===== config.mk =====
export PLATFORM = sky130hd
export DESIGN_NAME = mrv_mac
export DESIGN_NICKNAME = d
export VERILOG_FILES = /design/src/hdl/matrix_row_ops_and_matvec_macros.svh /design/src/hdl/mrv_pkg.sv /design/src/hdl/mrv_mac.sv
export SDC_FILE = /design/constraint.sdc
export NUM_CORES = 2
export LEC_CHECK = 0
export BUFFER_PORTS_ARGS = -buffer_cell sky130_fd_sc_hd__buf_2
export CORE_ASPECT_RATIO = 1.75
export CORE_MARGIN = 2
export CORE_UTILIZATION = 50
export DETAILED_ROUTE_END_ITERATION = 16
export GPL_TIMING_DRIVEN = 0
export PLACE_DENSITY = 0.68
export SYNTH_ARGS = -nofsm -noshare
export SYNTH_HDL_FRONTEND = slang
export SYNTH_SLANG_ARGS = --single-unit

===== constraint.sdc =====
create_clock -name clk_i -period 10.1 [get_ports clk_i]
set_clock_uncertainty 0.05 [all_clocks]
set_input_delay 1.01 -clock clk_i [delete_from_list [all_inputs] [get_ports clk_i]]
set_output_delay 1.01 -clock clk_i [all_outputs]
set_load 0.02 [all_outputs]

===== src/hdl/matrix_row_ops_and_matvec_macros.svh =====
// Assertion macros for the matrix row-ops / mat-vec block.
// Used by the top level; expects clk_i and rst_ni in scope.
`ifndef MATRIX_ROW_OPS_AND_MATVEC_MACROS_SVH
`define MATRIX_ROW_OPS_AND_MATVEC_MACROS_SVH
`ifndef SYNTHESIS
`define MRV_ASSERT(name, prop, msg) \
  name: assert property (@(posedge clk_i) disable iff (!rst_ni) prop) else $error(msg);
`define MRV_NEVER(name, cond, msg) \
  `MRV_ASSERT(name, !(cond), msg)
`else
`define MRV_ASSERT(name, prop, msg)
`define MRV_NEVER(name, cond, msg)
`endif
`endif


===== src/hdl/mrv_pkg.sv =====
// Package for the matrix row-ops / mat-vec block: item types, codes, defaults.
// No dependencies.
package mrv_pkg;

  localparam int MAX_ROWS_DEF      = 16;
  localparam int MAX_COLUMNS_DEF   = 16;
  localparam int FRACTION_BITS_DEF = 16;
  localparam int COUNT_W           = 5;
  localparam int COUNT_RESET       = 16;

  localparam logic [3:0] KIND_WRITE     = 4'd0;
  localparam logic [3:0] KIND_READ      = 4'd1;
  localparam logic [3:0] KIND_FILL      = 4'd2;
  localparam logic [3:0] KIND_SWAP      = 4'd3;
  localparam logic [3:0] KIND_SCALE_ROW = 4'd4;
  localparam logic [3:0] KIND_ADD_ROW   = 4'd5;
  localparam logic [3:0] KIND_SCALE_ALL = 4'd6;
  localparam logic [3:0] KIND_LOAD_VEC  = 4'd7;
  localparam logic [3:0] KIND_MULTIPLY  = 4'd8;

  localparam logic CFG_ROW_COUNT    = 1'b0;
  localparam logic CFG_COLUMN_COUNT = 1'b1;

  typedef struct packed {
    logic [3:0]         kind;
    logic [3:0]         row_a;
    logic [3:0]         row_b;
    logic [3:0]         column;
    logic signed [31:0] value;
  } in_item_t;

  typedef struct packed {
    logic signed [31:0] data;
    logic [3:0]         row_index;
    logic               error;
    logic               last;
  } out_item_t;

  typedef struct packed {
    logic mul_en;
    logic acc_clr;
    logic acc_en;
  } mac_ctrl_t;

endpackage


===== src/hdl/mrv_mac.sv =====
// Shared multiply-accumulate unit: registered signed product, floor shift,
// saturating write-back value and a wide row accumulator. Uses mrv_pkg.
module mrv_mac #(
  parameter int MAX_COLUMNS   = mrv_pkg::MAX_COLUMNS_DEF,
  parameter int FRACTION_BITS = mrv_pkg::FRACTION_BITS_DEF
) (
  input  logic                clk_i,
  input  mrv_pkg::mac_ctrl_t  ctrl_i,
  input  logic signed [32:0]  a_i,
  input  logic signed [31:0]  b_i,
  input  logic signed [31:0]  addend_i,
  output logic signed [31:0]  wb_o,
  output logic signed [31:0]  sum_o
);

  localparam int PW    = 65;
  localparam int ACC_W = PW + $clog2(MAX_COLUMNS + 1) + 1;

  logic signed [PW-1:0]    prod_q;
  logic signed [PW-1:0]    shifted;
  logic signed [PW:0]      wsum;
  logic signed [ACC_W-1:0] acc_q;

  always_ff @(posedge clk_i) begin
    if (ctrl_i.mul_en) begin
      prod_q <= PW'(a_i) * PW'(b_i);
    end
    if (ctrl_i.acc_clr) begin
      acc_q <= '0;
    end else if (ctrl_i.acc_en) begin
      acc_q <= acc_q + ACC_W'(shifted);
    end
  end

  assign shifted = prod_q >>> FRACTION_BITS;
  assign wsum    = (PW + 1)'(shifted) + (PW + 1)'(addend_i);

  always_comb begin
    if (wsum > (PW + 1)'(64'sd2147483647)) begin
      wb_o = 32'sh7fffffff;
    end else if (wsum < -(PW + 1)'(64'sd2147483648)) begin
      wb_o = 32'sh80000000;
    end else begin
      wb_o = wsum[31:0];
    end
    if (acc_q > ACC_W'(64'sd2147483647)) begin
      sum_o = 32'sh7fffffff;
    end else if (acc_q < -ACC_W'(64'sd2147483648)) begin
      sum_o = 32'sh80000000;
    end else begin
      sum_o = acc_q[31:0];
    end
  end

endmodule


; Word-level counts from Yosys, hierarchy flattened
; Index checks and enable logic that the tools add are counted.
[op_classes]
n_addsub = 2
n_mul = 1
div_mod_pow = 0
n_lt_le_gt_ge = 4
eq_ne = 0
shift = 0
muxes = 4
bitwise_logic = 0
n_reduce_logical = 0
[op_table]
columns = op, count
row1 = two-way mux 32 bit, 4
row2 = adder 71 x 49 -> 71 bit, 1
row3 = "> comparator 71 x 32 -> 1 bit, second input constant", 1
row4 = "less-than comparator 71 x 32 -> 1 bit, second input constant", 1
row5 = multiplier 33 x 32 -> 65 bit, 1
row6 = adder 49 x 32 -> 50 bit, 1
row7 = "> comparator 50 x 32 -> 1 bit, second input constant", 1
row8 = "less-than comparator 50 x 32 -> 1 bit, second input constant", 1
[word_totals]
register_bits = 136
latchBits = 0
ramBits = 0
mem_bits_ro = 0
output_inout_bits = 64
elab_cells = 13
mem_count = 0

; Longest topological paths before layout
[logic_depth]
depth_word = 4
ltp_mapped = 31

; Worst setup path before layout
; Ideal clock, no wire load.
[synth_timing]
path_type = input port to flip-flop
startpoint = in a_i[32]
endpoint = reg prod_q[62] (data pin)
setup_time_ps = 258
arrival_ps = 8351
slack_ps = 1442
stages = 24
path_buffers = 1
path_cell_list = clkbuf_1 > nand2_1 > fa_1 > fa_1 > inv_1 > fa_1 > inv_1 > fa_1 > fa_1 > fa_1 > fa_1 > fa_1 > inv_1 > ha_1 > a21o_1 > a21o_1 > a21oi_1 > nor2b_1 > o21ai_0 > nand2b_1 > a21oi_1 > o21ai_0 > a21oi_1 > xnor2_1
[synth_via]
elab_chain_len = 1
[synth_lines]
columns = element, line_no
row1 = start: declaration, mrv_mac.sv:9  ; input logic signed [32:0] a_i,
row2 = multiplier 33 x 32 -> 65 bit, mrv_mac.sv:26  ; prod_q <= PW'(a_i) * PW'(b_i);
row3 = end signal: assignment, mrv_mac.sv:26
row4 = end: declaration, mrv_mac.sv:19  ; logic signed [PW-1:0] prod_q;
; No other way between the ends.
; A chain may end at the register's enable or synchronous reset.

; Worst setup path in the final report
[layout_timing]
startpoint = in b_i[13]
endpoint = reg prod_q[62] (data pin)
[layout_via]
elab_chain_len = 1
[layout_lines]
columns = element, line_no
row1 = start: declaration, mrv_mac.sv:10  ; input logic signed [31:0] b_i,
row2 = multiplier 33 x 32 -> 65 bit, mrv_mac.sv:26
; No other way between the ends.

==> flow_summary.rst <==
.. list-table::
   :header-rows: 1

   * - Metric
     - Value
   * - Post-synth net total
     - 6,730
   * - Syn avg cell area
     - approximately 9.0 µm²
   * - Minimum clock period
     - roughly 9.9 ns
   * - Number of maximum-capacitance violations
     - 0
   * - Layout cell share with drive strength beyond 1
     - approximately 5.1%
   * - Post-route design area
     - approximately 50,000 µm²
   * - Worst-Margin Slew
     - 1.44 ns
   * - CTS Buf Count
     - 17
   * - GRT Residual Overflow
     - 0
   * - Number of filler cells placed in the layout
     - just under 9,000
   * - M1 GR Usage
     - around 41%
   * - Number of flops mapped to enable cells by yosys
     - slightly below 50
   * - Half-perimeter wire length after placement
     - roughly 150 mm
   * - Via count
     - between 30,000 and 40,000
   * - Post-CTS sizing
     - 13
   * - Via count normalized by instance count
     - roughly 5.9
   * - Wire per inst
     - roughly 29 µm
   * - Class of the most critical setup path
     - input port to flip-flop
   * - Placed inst area
     - ~50,000 µm²
   * - Buffer type at the clock tree root
     - sky130_fd_sc_hd__clkbuf_16
   * - CP Max Fanout
     - 10
   * - Count of endpoints failing setup in the final report
     - 0
   * - Number of buffer and inverter instances along the worst setup path
     - 7
   * - Total Routing Usage GR
     - between 40% and 50%
   * - Via count of the first global-routing pass
     - ~42,000
   * - CP Data Required Time
     - 10.24 ns
   * - CTS tree
     - done
   * - FF-to-FF Start
     - acc_q[0]$_SDFFE_PP0P_
   * - Primary flip-flop cell chosen by synthesis mapping
     - sky130_fd_sc_hd__dfxtp_1
   * - H-Tree Depth
     - 4
   * - Initial Utilization
     - between 50% and 60%
   * - Number of clock sinks
     - 120
   * - Number of buffers between clock root and the deepest sink
     - 2
   * - Total core area
     - 93,800 µm²
   * - Relative area change from synthesis to final layout
     - 6.52%
   * - Buffers on Ports
     - between 150 and 200
   * - Final-report max-slew violation count
     - 0
   * - Crit path max-delay cell type
     - sky130_fd_sc_hd__clkbuf_1
   * - Synth Warn #
     - 0
   * - Run status
     - complete, no violations
   * - Worst path max stage delay
     - approximately 0.81 ns
   * - Ports
     - ~170
   * - Share of the synthesized area in the top cell type
     - between 40% and 50%
   * - Number of iterations in the first detailed-routing pass
     - 6
   * - Sequential-to-total area share from yosys stat
     - under 10%
   * - Most used standard cells in the synthesized netlist
     - sky130_fd_sc_hd__fa_1 (1,113), sky130_fd_sc_hd__inv_1 (1,054), sky130_fd_sc_hd__nand2_1 (674)
   * - Met2 track utilization from global routing
     - approximately two thirds
   * - Share of flip-flops with an asynchronous set or reset
     - 0%
   * - Worst setup path start
     - b_i[13]
   * - Highest-utilization routing layer at the global route stage
     - met2
   * - WP data arrival
     - a little over 10 ns
   * - Die width
     - roughly 240 µm
   * - Headroom to the max-slew limit
     - 2.53%
   * - Final hold viol count
     - 0
   * - Skew-Pair Late Insertion Delay
     - about 0.46 ns
   * - Number of register bits inferred by synthesis
     - between 100 and 150
   * - First-pass GRT wire length
     - ~270 mm
   * - Clock transition time at the flip-flop clock pins of the worst setup and hold paths
     - roughly 0.06 ns
   * - Critical Path Most Common Cell
     - sky130_fd_sc_hd__fa_1
   * - Die Height
     - roughly 410 µm
   * - Count of mapped cells out of synthesis
     - approximately 5,200
   * - DR DRC count
     - 0
   * - Number of buffers added for setup after CTS
     - 0
   * - Nets@finish
     - between 6,000 and 7,000
   * - Antenna viol nets, final
     - 0
   * - Die outline area
     - approximately 97,000 µm²
   * - Number of hold buffers added after cts
     - 0
   * - Critical Path Sink Type
     - flip-flop
   * - Count of routing violations after the opening detailed-route iteration
     - between 2,000 and 3,000
   * - Largest net degree at the start of global routing
     - 50
   * - Row count
     - approximately 150
   * - Leading post-synthesis cells by cell area
     - sky130_fd_sc_hd__fa_1 (47%), sky130_fd_sc_hd__inv_1 (8.4%), sky130_fd_sc_hd__ha_1 (8.0%)
   * - Global routing met3 resource utilization
     - 8.73%
   * - Nature of the critical path startpoint
     - input port
   * - Library cell occupying the most area in the post-synthesis netlist
     - sky130_fd_sc_hd__fa_1
   * - Maximum clock frequency
     - approximately 0.10 GHz
   * - Crit path max-delay family
     - adder cells
   * - Final Wtd Congestion
     - between 1 and 1.5
   * - Post-synthesis cell type count
     - between 70 and 80
   * - Post-detailed-routing wire length
     - about 190 mm
   * - Most common cell in the netlist
     - sky130_fd_sc_hd__fa_1
   * - Period utilisation layout
     - a little over nine tenths
   * - Post-synthesis instance area
     - approximately 47,000 µm²
   * - Min-Delay Path Class
     - flip-flop to flip-flop
   * - Antenna violations before repair
     - 27
   * - Worst Hold Launch
     - acc_q[69]$_SDFFE_PP0P_
==> registers in the layout, summed over array words and instances, names as in the netlist <==
name and cells:
acc_q 71, prod_q 49
==> area by class of cell <==
| cell class | instances | area (µm²) | share of cell area (%) |
|---|---|---|---|
| flip-flops and latches | 120 | 2890 | 5.76 |
| clock buffers | 18 | 439 | 0.875 |
| diodes | 14 | 35.0 | 0.0698 |
| repair buffers | 162 | 811 | 1.62 |
| clock inverters | 14 | 186 | 0.371 |
| plain buffers | 257 | 1040 | 2.08 |
| well taps | 1208 | 1510 | 3.01 |
| multi-input cells | 3781 | 39300 | 78.3 |
| inverters | 1056 | 3970 | 7.90 |
==> tightest hold or removal path: stages (launching register included) <==
cell	delay [ns]
sky130_fd_sc_hd__dfxtp_1	0.33
sky130_fd_sc_hd__nand2_1	0.06
sky130_fd_sc_hd__o21ai_0	0.07
==> path summary, 6_finish.rpt <==
| check | slack (ns) | cells past startpoint | to |
|---|---|---|---|
| hold / removal | 0.46 | 2 | acc_q[69]$_SDFFE_PP0P_ |
| hold reg to reg | 0.46 | 2 | acc_q[69]$_SDFFE_PP0P_ |
| setup reg to reg | 4.88 | 17 | acc_q[58]$_SDFFE_PP0P_ |
| setup / recovery | 0.16 | 28 | prod_q[62]$_DFFE_PP_ |
==> stage by stage <==
stage | setup slack (ns) | setup TNS (ns) | utilization, % | hold WS, ns | cells
after global placement | -1.82 | -37.48 | 52.7 | 0.435 | 6585
after detailed placement | -0.786 | -6.69 | 52.7 | 0.445 | 6585
after floorplan | 1.44 | 0 | - | 0.418 | 5215
after CTS | 0.00778 | 0 | 53.4 | 0.452 | 6616
final | 0.160 | 0 | 53.5 | 0.459 | 6630
after global routing | -0.00338 | -0.00338 | 53.5 | 0.495 | 6619
==> placed cells by master, fill, tap and decap left out, types with 7 or more instances in the layout <==
master                      count
sky130_fd_sc_hd__o21ai_1       36
sky130_fd_sc_hd__a211oi_1      20
sky130_fd_sc_hd__nand3_1       43
sky130_fd_sc_hd__nand2b_1      20
sky130_fd_sc_hd__o22ai_1        7
sky130_fd_sc_hd__a31oi_1       17
sky130_fd_sc_hd__xnor2_1      111
sky130_fd_sc_hd__a21o_1        94
sky130_fd_sc_hd__nor4_1        20
sky130_fd_sc_hd__nand4_1       41
sky130_fd_sc_hd__o21ai_0       70
sky130_fd_sc_hd__o21bai_1      26
sky130_fd_sc_hd__and2_1       520
sky130_fd_sc_hd__dfxtp_1       71
sky130_fd_sc_hd__buf_2        175
sky130_fd_sc_hd__a21boi_0       7
sky130_fd_sc_hd__and3_1        15
sky130_fd_sc_hd__nor3_1        32
sky130_fd_sc_hd__fa_1        1111
sky130_fd_sc_hd__o21a_1        19
sky130_fd_sc_hd__nor2b_1       21
sky130_fd_sc_hd__clkbuf_1     193
sky130_fd_sc_hd__diode_2       14
sky130_fd_sc_hd__nand2_1      674
sky130_fd_sc_hd__clkbuf_2      45
sky130_fd_sc_hd__a21oi_1      191
sky130_fd_sc_hd__ha_1         301
sky130_fd_sc_hd__xor2_1        53
sky130_fd_sc_hd__o31ai_1        8
sky130_fd_sc_hd__mux2i_1       38
sky130_fd_sc_hd__clkbuf_16     17
sky130_fd_sc_hd__inv_1       1054
sky130_fd_sc_hd__o211ai_1      10
sky130_fd_sc_hd__edfxtp_1      49
sky130_fd_sc_hd__nor2_1       190
==> per-layer routing <==
layer	routed length (µm)	part of all wire (%)	vias to the layer above
li1	-	-	16200
met1	58800	31	19800
met2	90000	48	2218
met3	16700	8.8	957
met4	23900	13	14
met5	84	0.044	-
==> kinds of logic after synthesis <==
family                   Yosys count  synth area share, %
multiplexers                      39                0.831
buffers and inverters           1314                 10.5
flip-flops                       120                 6.14
XOR/XNOR                         164                 3.05
AO/OA/AOI/OAI                    566                 7.72
adder cells (fa/ha/maj)         1414                 55.3
AND/OR/NAND/NOR                 1598                 16.5
Power is not shown: default switching activity piles up to over one toggle a cycle in this logic, so the estimate is an artifact.
